<file path="src/design/sadb_pkg.sv">
// Shared types, codes and size tables for the sprite attribute decoder.
// Used by every module of the block; depends on nothing.
`default_nettype none

package sadb_pkg;

  localparam int QUEUE_DEPTH = 4;
  localparam int QUEUE_PTR_W = $clog2(QUEUE_DEPTH);
  localparam int QUEUE_CNT_W = $clog2(QUEUE_DEPTH + 1);

  localparam int IN_DATA_W  = 48;
  localparam int OUT_DATA_W = 72;
  localparam int CFG_DATA_W = 10;

  localparam logic [1:0] SHAPE_INVALID = 2'd3;

  typedef enum logic [1:0] {
    KIND_ENTRY  = 2'd0,
    KIND_BOUNDS = 2'd1,
    KIND_ERROR  = 2'd2
  } kind_t;

  typedef enum logic [0:0] {
    REG_CANVAS_MARGIN = 1'b0,
    REG_CANVAS_LIMIT  = 1'b1
  } cfg_reg_t;

  typedef struct packed {
    kind_t              kind;
    logic               last;
    logic signed [9:0]  x_value;
    logic signed [8:0]  y_value;
    logic [9:0]         width_value;
    logic [8:0]         height_value;
    logic [9:0]         tile_number;
    logic [1:0]         draw_priority;
    logic [3:0]         palette_number;
    logic [1:0]         object_mode;
    logic [4:0]         matrix_index;
    logic [3:0]         flag_bits;
  } result_t;

  function automatic logic [6:0] size_width(input logic [1:0] shape, input logic [1:0] sz);
    logic [6:0] w;
    w = 7'd0;
    unique case ({shape, sz})
      4'b0000: w = 7'd8;
      4'b0001: w = 7'd16;
      4'b0010: w = 7'd32;
      4'b0011: w = 7'd64;
      4'b0100: w = 7'd16;
      4'b0101: w = 7'd32;
      4'b0110: w = 7'd32;
      4'b0111: w = 7'd64;
      4'b1000: w = 7'd8;
      4'b1001: w = 7'd8;
      4'b1010: w = 7'd16;
      4'b1011: w = 7'd32;
      default: w = 7'd0;
    endcase
    return w;
  endfunction

  function automatic logic [6:0] size_height(input logic [1:0] shape, input logic [1:0] sz);
    logic [6:0] h;
    h = 7'd0;
    unique case ({shape, sz})
      4'b0000: h = 7'd8;
      4'b0001: h = 7'd16;
      4'b0010: h = 7'd32;
      4'b0011: h = 7'd64;
      4'b0100: h = 7'd8;
      4'b0101: h = 7'd8;
      4'b0110: h = 7'd16;
      4'b0111: h = 7'd32;
      4'b1000: h = 7'd16;
      4'b1001: h = 7'd32;
      4'b1010: h = 7'd32;
      4'b1011: h = 7'd64;
      default: h = 7'd0;
    endcase
    return h;
  endfunction

endpackage

`default_nettype wire

</file>
<file path="src/design/sprite_attribute_decode_bounds.sv">
// The results of an entry are registered in the result queue at its input transfer.
// One entry is taken per cycle while the queue has room; an entry that closes a cell
// produces two results, so a steady run of such entries is held back by the result port.
// The input side stalls only when the four-entry result queue has fewer than two free slots.
// Reset (synchronous, active high) empties the queue, clears the running bounds and
// sets canvas_margin to 8 and canvas_limit to 512.
`default_nettype none

module sprite_attribute_decode_bounds (
  input  wire logic                              clk,
  input  wire logic                              rst,
  input  wire logic                              s_tvalid,
  output logic                                   s_tready,
  // attr_word0 [15:0], attr_word1 [31:16], attr_word2 [47:32]
  input  wire logic [sadb_pkg::IN_DATA_W-1:0]    s_tdata,
  input  wire logic                              s_tlast,
  output logic                                   m_tvalid,
  input  wire logic                              m_tready,
  // x_value [9:0], y_value [18:10], width_value [28:19], height_value [37:29],
  // tile_number [47:38], draw_priority [49:48], palette_number [53:50],
  // object_mode [55:54], matrix_index [60:56], flag_bits [64:61], zeros above
  output logic [sadb_pkg::OUT_DATA_W-1:0]        m_tdata,
  // kind [1:0]
  output logic [1:0]                             m_tuser,
  output logic                                   m_tlast,
  input  wire logic                              cfg_write,
  input  wire logic                              cfg_index,
  input  wire logic [sadb_pkg::CFG_DATA_W-1:0]   cfg_data
);

  logic [5:0]         canvas_margin;
  logic [9:0]         canvas_limit;
  logic signed [10:0] lowest_x;
  logic signed [10:0] highest_x;
  logic signed [9:0]  lowest_y;
  logic signed [9:0]  highest_y;
  logic               seen_valid;

  logic signed [10:0] lowest_x_next;
  logic signed [10:0] highest_x_next;
  logic signed [9:0]  lowest_y_next;
  logic signed [9:0]  highest_y_next;
  logic               seen_valid_next;

  sadb_pkg::result_t  entry;
  sadb_pkg::result_t  first;
  sadb_pkg::result_t  bounds;
  sadb_pkg::result_t  out_item;
  logic               shape_ok;
  logic               in_fire;
  logic               room;

  logic signed [10:0] x_start;
  logic signed [10:0] x_end;
  logic signed [9:0]  y_start;
  logic signed [9:0]  y_end;
  logic signed [10:0] span_x;
  logic signed [9:0]  span_y;
  logic signed [11:0] total_x;
  logic signed [11:0] total_y;
  logic signed [11:0] margin2;
  logic signed [11:0] limit_ext;
  logic               fits;

  sadb_decode u_decode (
    .word0    (s_tdata[15:0]),
    .word1    (s_tdata[31:16]),
    .word2    (s_tdata[47:32]),
    .entry    (entry),
    .shape_ok (shape_ok)
  );

  assign s_tready = room;
  assign in_fire  = s_tvalid & room;

  assign x_start = {entry.x_value[9], entry.x_value};
  assign x_end   = x_start + $signed({1'b0, entry.width_value});
  assign y_start = {entry.y_value[8], entry.y_value};
  assign y_end   = y_start + $signed({1'b0, entry.height_value});

  assign lowest_x_next   = (shape_ok && (x_start < lowest_x)) ? x_start : lowest_x;
  assign highest_x_next  = (shape_ok && (x_end > highest_x)) ? x_end : highest_x;
  assign lowest_y_next   = (shape_ok && (y_start < lowest_y)) ? y_start : lowest_y;
  assign highest_y_next  = (shape_ok && (y_end > highest_y)) ? y_end : highest_y;
  assign seen_valid_next = seen_valid | shape_ok;

  assign span_x    = highest_x_next - lowest_x_next;
  assign span_y    = highest_y_next - lowest_y_next;
  assign margin2   = $signed({5'd0, canvas_margin, 1'b0});
  assign limit_ext = $signed({2'd0, canvas_limit});
  assign total_x   = $signed({span_x[10], span_x}) + margin2;
  assign total_y   = $signed({{2{span_y[9]}}, span_y}) + margin2;
  assign fits      = (total_x > 12'sd0) && (total_x <= limit_ext)
                  && (total_y > 12'sd0) && (total_y <= limit_ext);

  always_comb begin
    first      = entry;
    first.last = ~s_tlast;
    bounds      = '0;
    bounds.kind = sadb_pkg::KIND_BOUNDS;
    bounds.last = 1'b1;
    if (seen_valid_next) begin
      bounds.x_value      = lowest_x_next[9:0];
      bounds.y_value      = lowest_y_next[8:0];
      bounds.width_value  = span_x[9:0];
      bounds.height_value = span_y[8:0];
      bounds.flag_bits    = {3'd0, fits};
    end
  end

  always_ff @(posedge clk) begin
    if (rst) begin
      lowest_x   <= 11'sd1023;
      highest_x  <= -11'sd1024;
      lowest_y   <= 10'sd511;
      highest_y  <= -10'sd512;
      seen_valid <= 1'b0;
    end else if (in_fire) begin
      if (s_tlast) begin
        lowest_x   <= 11'sd1023;
        highest_x  <= -11'sd1024;
        lowest_y   <= 10'sd511;
        highest_y  <= -10'sd512;
        seen_valid <= 1'b0;
      end else begin
        lowest_x   <= lowest_x_next;
        highest_x  <= highest_x_next;
        lowest_y   <= lowest_y_next;
        highest_y  <= highest_y_next;
        seen_valid <= seen_valid_next;
      end
    end
  end

  always_ff @(posedge clk) begin
    if (rst) begin
      canvas_margin <= 6'd8;
      canvas_limit  <= 10'd512;
    end else if (cfg_write) begin
      unique case (sadb_pkg::cfg_reg_t'(cfg_index))
        sadb_pkg::REG_CANVAS_MARGIN: canvas_margin <= cfg_data[5:0];
        sadb_pkg::REG_CANVAS_LIMIT:  canvas_limit  <= cfg_data;
      endcase
    end
  end

  sadb_result_queue u_queue (
    .clk       (clk),
    .rst       (rst),
    .push      (in_fire),
    .push_two  (s_tlast),
    .first     (first),
    .second    (bounds),
    .room      (room),
    .out_valid (m_tvalid),
    .out_ready (m_tready),
    .out_item  (out_item)
  );

  assign m_tuser = out_item.kind;
  assign m_tlast = out_item.last;
  assign m_tdata = {7'd0,
                    out_item.flag_bits,
                    out_item.matrix_index,
                    out_item.object_mode,
                    out_item.palette_number,
                    out_item.draw_priority,
                    out_item.tile_number,
                    out_item.height_value,
                    out_item.width_value,
                    out_item.y_value,
                    out_item.x_value};

endmodule

`default_nettype wire

</file>
<file path="src/design/sadb_decode.sv">
// Combinational decode of one sprite entry from its three attribute words.
// Depends on sadb_pkg for the result type and the shape/size tables.
`default_nettype none

module sadb_decode (
  input  wire logic [15:0]      word0,
  input  wire logic [15:0]      word1,
  input  wire logic [15:0]      word2,
  output sadb_pkg::result_t     entry,
  output logic                  shape_ok
);

  logic [1:0]        shape;
  logic [1:0]        sz;
  logic              aff;
  logic              dbl;
  logic              flip_h;
  logic              flip_v;
  logic [6:0]        w7;
  logic [6:0]        h7;
  logic signed [9:0] x_raw;
  logic signed [8:0] y_raw;
  logic [9:0]        x_off;
  logic [8:0]        y_off;

  assign shape    = word0[15:14];
  assign sz       = word1[15:14];
  assign shape_ok = (shape != sadb_pkg::SHAPE_INVALID);
  assign aff      = word0[8];
  assign dbl      = aff & word0[9];
  assign flip_h   = ~aff & word1[12];
  assign flip_v   = ~aff & word1[13];
  assign w7       = sadb_pkg::size_width(shape, sz);
  assign h7       = sadb_pkg::size_height(shape, sz);
  assign x_raw    = $signed({word1[8], word1[8:0]});
  assign y_raw    = $signed({word0[7], word0[7:0]});
  assign x_off    = dbl ? {4'd0, w7[6:1]} : 10'd0;
  assign y_off    = dbl ? {3'd0, h7[6:1]} : 9'd0;

  always_comb begin
    entry = '0;
    if (shape_ok) begin
      entry.kind           = sadb_pkg::KIND_ENTRY;
      entry.x_value        = x_raw + $signed(x_off);
      entry.y_value        = y_raw + $signed(y_off);
      entry.width_value    = {3'd0, w7};
      entry.height_value   = {2'd0, h7};
      entry.tile_number    = word2[9:0];
      entry.draw_priority  = word2[11:10];
      entry.palette_number = word2[15:12];
      entry.object_mode    = word0[11:10];
      entry.matrix_index   = word1[13:9];
      entry.flag_bits      = {flip_v, flip_h, dbl, aff};
    end else begin
      entry.kind = sadb_pkg::KIND_ERROR;
    end
  end

endmodule

`default_nettype wire

</file>
<file path="src/design/sadb_result_queue.sv">
// Small result queue that takes one or two results per cycle and hands out one when out_ready is high.
// Depends on sadb_pkg for the result type and the queue depth.
`default_nettype none

module sadb_result_queue (
  input  wire logic              clk,
  input  wire logic              rst,
  input  wire logic              push,
  input  wire logic              push_two,
  input  wire sadb_pkg::result_t first,
  input  wire sadb_pkg::result_t second,
  output logic                   room,
  output logic                   out_valid,
  input  wire logic              out_ready,
  output sadb_pkg::result_t      out_item
);

  sadb_pkg::result_t                  mem [sadb_pkg::QUEUE_DEPTH];
  logic [sadb_pkg::QUEUE_PTR_W-1:0]   wr_ptr;
  logic [sadb_pkg::QUEUE_PTR_W-1:0]   rd_ptr;
  logic [sadb_pkg::QUEUE_PTR_W-1:0]   wr_ptr_next;
  logic [sadb_pkg::QUEUE_PTR_W-1:0]   wr_ptr_second;
  logic [sadb_pkg::QUEUE_CNT_W-1:0]   count;
  logic [sadb_pkg::QUEUE_CNT_W-1:0]   count_next;
  logic [sadb_pkg::QUEUE_CNT_W-1:0]   push_count;
  logic                               pop;

  assign out_valid     = (count != '0);
  assign out_item      = mem[rd_ptr];
  assign pop           = out_valid & out_ready;
  assign room          = (count <= sadb_pkg::QUEUE_CNT_W'(sadb_pkg::QUEUE_DEPTH - 2));
  assign push_count    = push ? (push_two ? sadb_pkg::QUEUE_CNT_W'(2)
                                          : sadb_pkg::QUEUE_CNT_W'(1))
                              : '0;
  assign wr_ptr_second = wr_ptr + sadb_pkg::QUEUE_PTR_W'(1);
  assign wr_ptr_next   = wr_ptr + push_count[sadb_pkg::QUEUE_PTR_W-1:0];
  assign count_next    = count + push_count - {{(sadb_pkg::QUEUE_CNT_W-1){1'b0}}, pop};

  always_ff @(posedge clk) begin
    if (rst) begin
      wr_ptr <= '0;
      rd_ptr <= '0;
      count  <= '0;
    end else begin
      wr_ptr <= wr_ptr_next;
      count  <= count_next;
      if (pop) begin
        rd_ptr <= rd_ptr + sadb_pkg::QUEUE_PTR_W'(1);
      end
    end
  end

  always_ff @(posedge clk) begin
    if (push) begin
      mem[wr_ptr] <= first;
      if (push_two) begin
        mem[wr_ptr_second] <= second;
      end
    end
  end

endmodule

`default_nettype wire

</file>
<file path="config.mk">
export PLATFORM = sky130hd
export DESIGN_NAME = sprite_attribute_decode_bounds
export DESIGN_NICKNAME = d
export VERILOG_FILES = /design/src/design/sadb_pkg.sv /design/src/design/sprite_attribute_decode_bounds.sv /design/src/design/sadb_decode.sv /design/src/design/sadb_result_queue.sv
export SDC_FILE = /design/constraint.sdc
export NUM_CORES = 1
export LEC_CHECK = 0
export BUFFER_PORTS_ARGS = -buffer_cell sky130_fd_sc_hd__buf_2
export CORE_ASPECT_RATIO = 1.2
export CORE_MARGIN = 4
export CORE_UTILIZATION = 50
export DETAILED_ROUTE_END_ITERATION = 16
export PLACE_DENSITY_LB_ADDON = 0.15
export SLEW_MARGIN = 20
export SYNTH_ARGS = -nofsm -noshare
export SYNTH_HDL_FRONTEND = slang
export SYNTH_HIERARCHICAL = 1
export SYNTH_SLANG_ARGS = --single-unit
</file>
<file path="constraint.sdc">
create_clock -name clk -period 11.9 [get_ports clk]
set_clock_uncertainty 0.1 [all_clocks]
set_input_delay 0.595 -clock clk [delete_from_list [all_inputs] [get_ports clk]]
set_output_delay 0.595 -clock clk [all_outputs]
set_load 0.01 [all_outputs]
</file>
==> out/metrics.csv <==
metric,value,unit
port bufs,132,
WP data required,12.21,ns
nets,2158,
Post-DP HPWL,35.8,mm
status,"complete, no violations",
pin count of the biggest net entering global routing,50,
chip width,196,microns
H-tree depth,2,
Syn Area/Cell,12.3,sq um
core area,41900,sq um
Lkg Pwr,9.62,nW
endpoints failing hold,0,
area delta synth->final,13.9,%
startpoint types,primary input,
TritonCTS Buffers,39,
Post-Syn Area,21200,sq um
Die Footprint,45800,sq um
gpl congestion,0.913,
GRT Resource Usage Total,23.4,%
Synth Instances,1720,
Via density,5.70,
share of cells above drive strength 1,29.2,%
vias in the first global route,14700,
initial antenna violation count,0,
total power per unit cell area,199,nW/um^2
hold_buf cts,0,
CP Capture Type,flop,
critical path data arrival time,10.75,ns
Std-Cell Rows,82,
kind of critical path,primary input to flop,
first-pass GRT wire length,83.4,mm
setup TNS,0,ns
total gr overflow,0,
post-route ant nets,0,
Worst path slowest cell,a2111oi_2,
DR vias,14400,
TritonCTS clock tree,built,
worst-margin pin slew,1.04,ns
CTS root buffer,clkbuf_16,
# DRC,0,
RSZ-0062 raised after global routing,false,
Final Util,57.7,%
period utilization,87.8,%
Worst-path clk slew,0.06,ns
setup ws final,1.45,ns
CP max stage delay,0.73,ns
DRT Pass-1 Iters,5,
number of max-cap violations,0,
maximum clock rate,0.0957,GHz
routed wire length,54.3,mm
Iter 0 DRT Violations,952,
most frequent CP cell,ha_1,
# Post-CTS Setup Buffers,0,
min cycle time layout,10.45,ns
dpl cell area,22800,sq um
clk sinks,340,
Hold WS,0.179,ns
Slew Limit Fails,0,
Slew Limit Headroom,30.9,%
clock buffer depth,3,
top-level I/O count,142,
endpoints failing setup,0,
Vert. Die Dim,234,microns
worst-path maximum fanout,7,
Placement Setup Slack,1.00,ns
wire per inst,21.4,microns
CTS-repair resized insts,0,
Initial Util,50.6,%
clk_lat worst skew,0.54,ns
YS warnings,6,
Hold WC Path Type,primary input to flop,
Peak VDD IR,0.126,mV
cell area after layout,24100,sq um
## flip-flops by register name, summed over array words and instances (netlist names), named ones only
register / flops
u_queue/mem: 272
highest_x: 11
lowest_x: 11
canvas_limit: 10
highest_y: 10
lowest_y: 10
canvas_margin: 6
u_queue/count: 3
u_queue/rd_ptr: 2
u_queue/wr_ptr: 2
seen_valid: 1
## metrics by stage
step,total power (W),std cells
2_1_floorplan,0.00304,1852
3_3_place_gp,0.00358,2460
3_5_place_dp,0.00362,2460
4_1_cts,0.00483,2532
5_1_grt,0.00510,2534
6_report,0.00480,2535
## critical path, delay by kind of cell
family / cells / cell delay, ns
buf+inv: 4 / 0.35
compound gates: 16 / 3.91
fa+ha+maj: 8 / 2.58
xor+xnor: 1 / 0.19
mux: 5 / 1.76
simple gates: 7 / 1.35
## per-layer routing
metal,part of all wire (%),global-route usage [%],vias up,routed length [microns]
met4,2.9,7.25,0,1590
li1,-,-,6817,-
met1,43,30.5,7186,23100
met3,5.0,2.89,92,2690
met2,50,40.8,349,26900
met5,0,0,-,0
## final cells by class
cell class	count	area, sq um
Fill cell	3458	17700
Multi-Input combinational cell	1320	11400
Sequential cell	340	9540
Clock buffer	57	1110
Timing Repair Buffer	161	911
Tap cell	546	683
Inverter	95	357
Clock inverter	15	163
Antenna cell	1	2.50
## worst paths after layout
kind                                       from                 to  slack (ns)  cells after the start
worst min-delay path                cfg_data[3]   canvas_margin[3]        0.18                      3
worst max-delay path                s_tdata[31]  u_queue/mem[0][0]        1.45                     41
worst max register to register     highest_x[4]  u_queue/mem[0][0]        4.57                     27
worst min register to register  canvas_limit[3]    canvas_limit[3]        0.36                      2
## placed cells by master (no fill, tap or decap), types with 35 or more instances in the layout
master       n
edfxtp_1   272
mux2_2     267
conb_1     135
buf_2      132
ha_1       127
nor2_1     101
inv_1       94
nand2_1     81
a21oi_1     74
mux4_2      68
dfxtp_1     66
nor2b_1     40
clkbuf_16   40
o21ai_0     35
## power breakdown
part | internal, W | switching, W | total [W]
logic | 0.000877 | 0.00115 | 0.00203
registers | 0.00149 | 0.0000864 | 0.00158
clock network | 0.000700 | 0.000492 | 0.00119
total | 0.00307 | 0.00173 | 0.00480
Power figures use the tool's default switching activity.
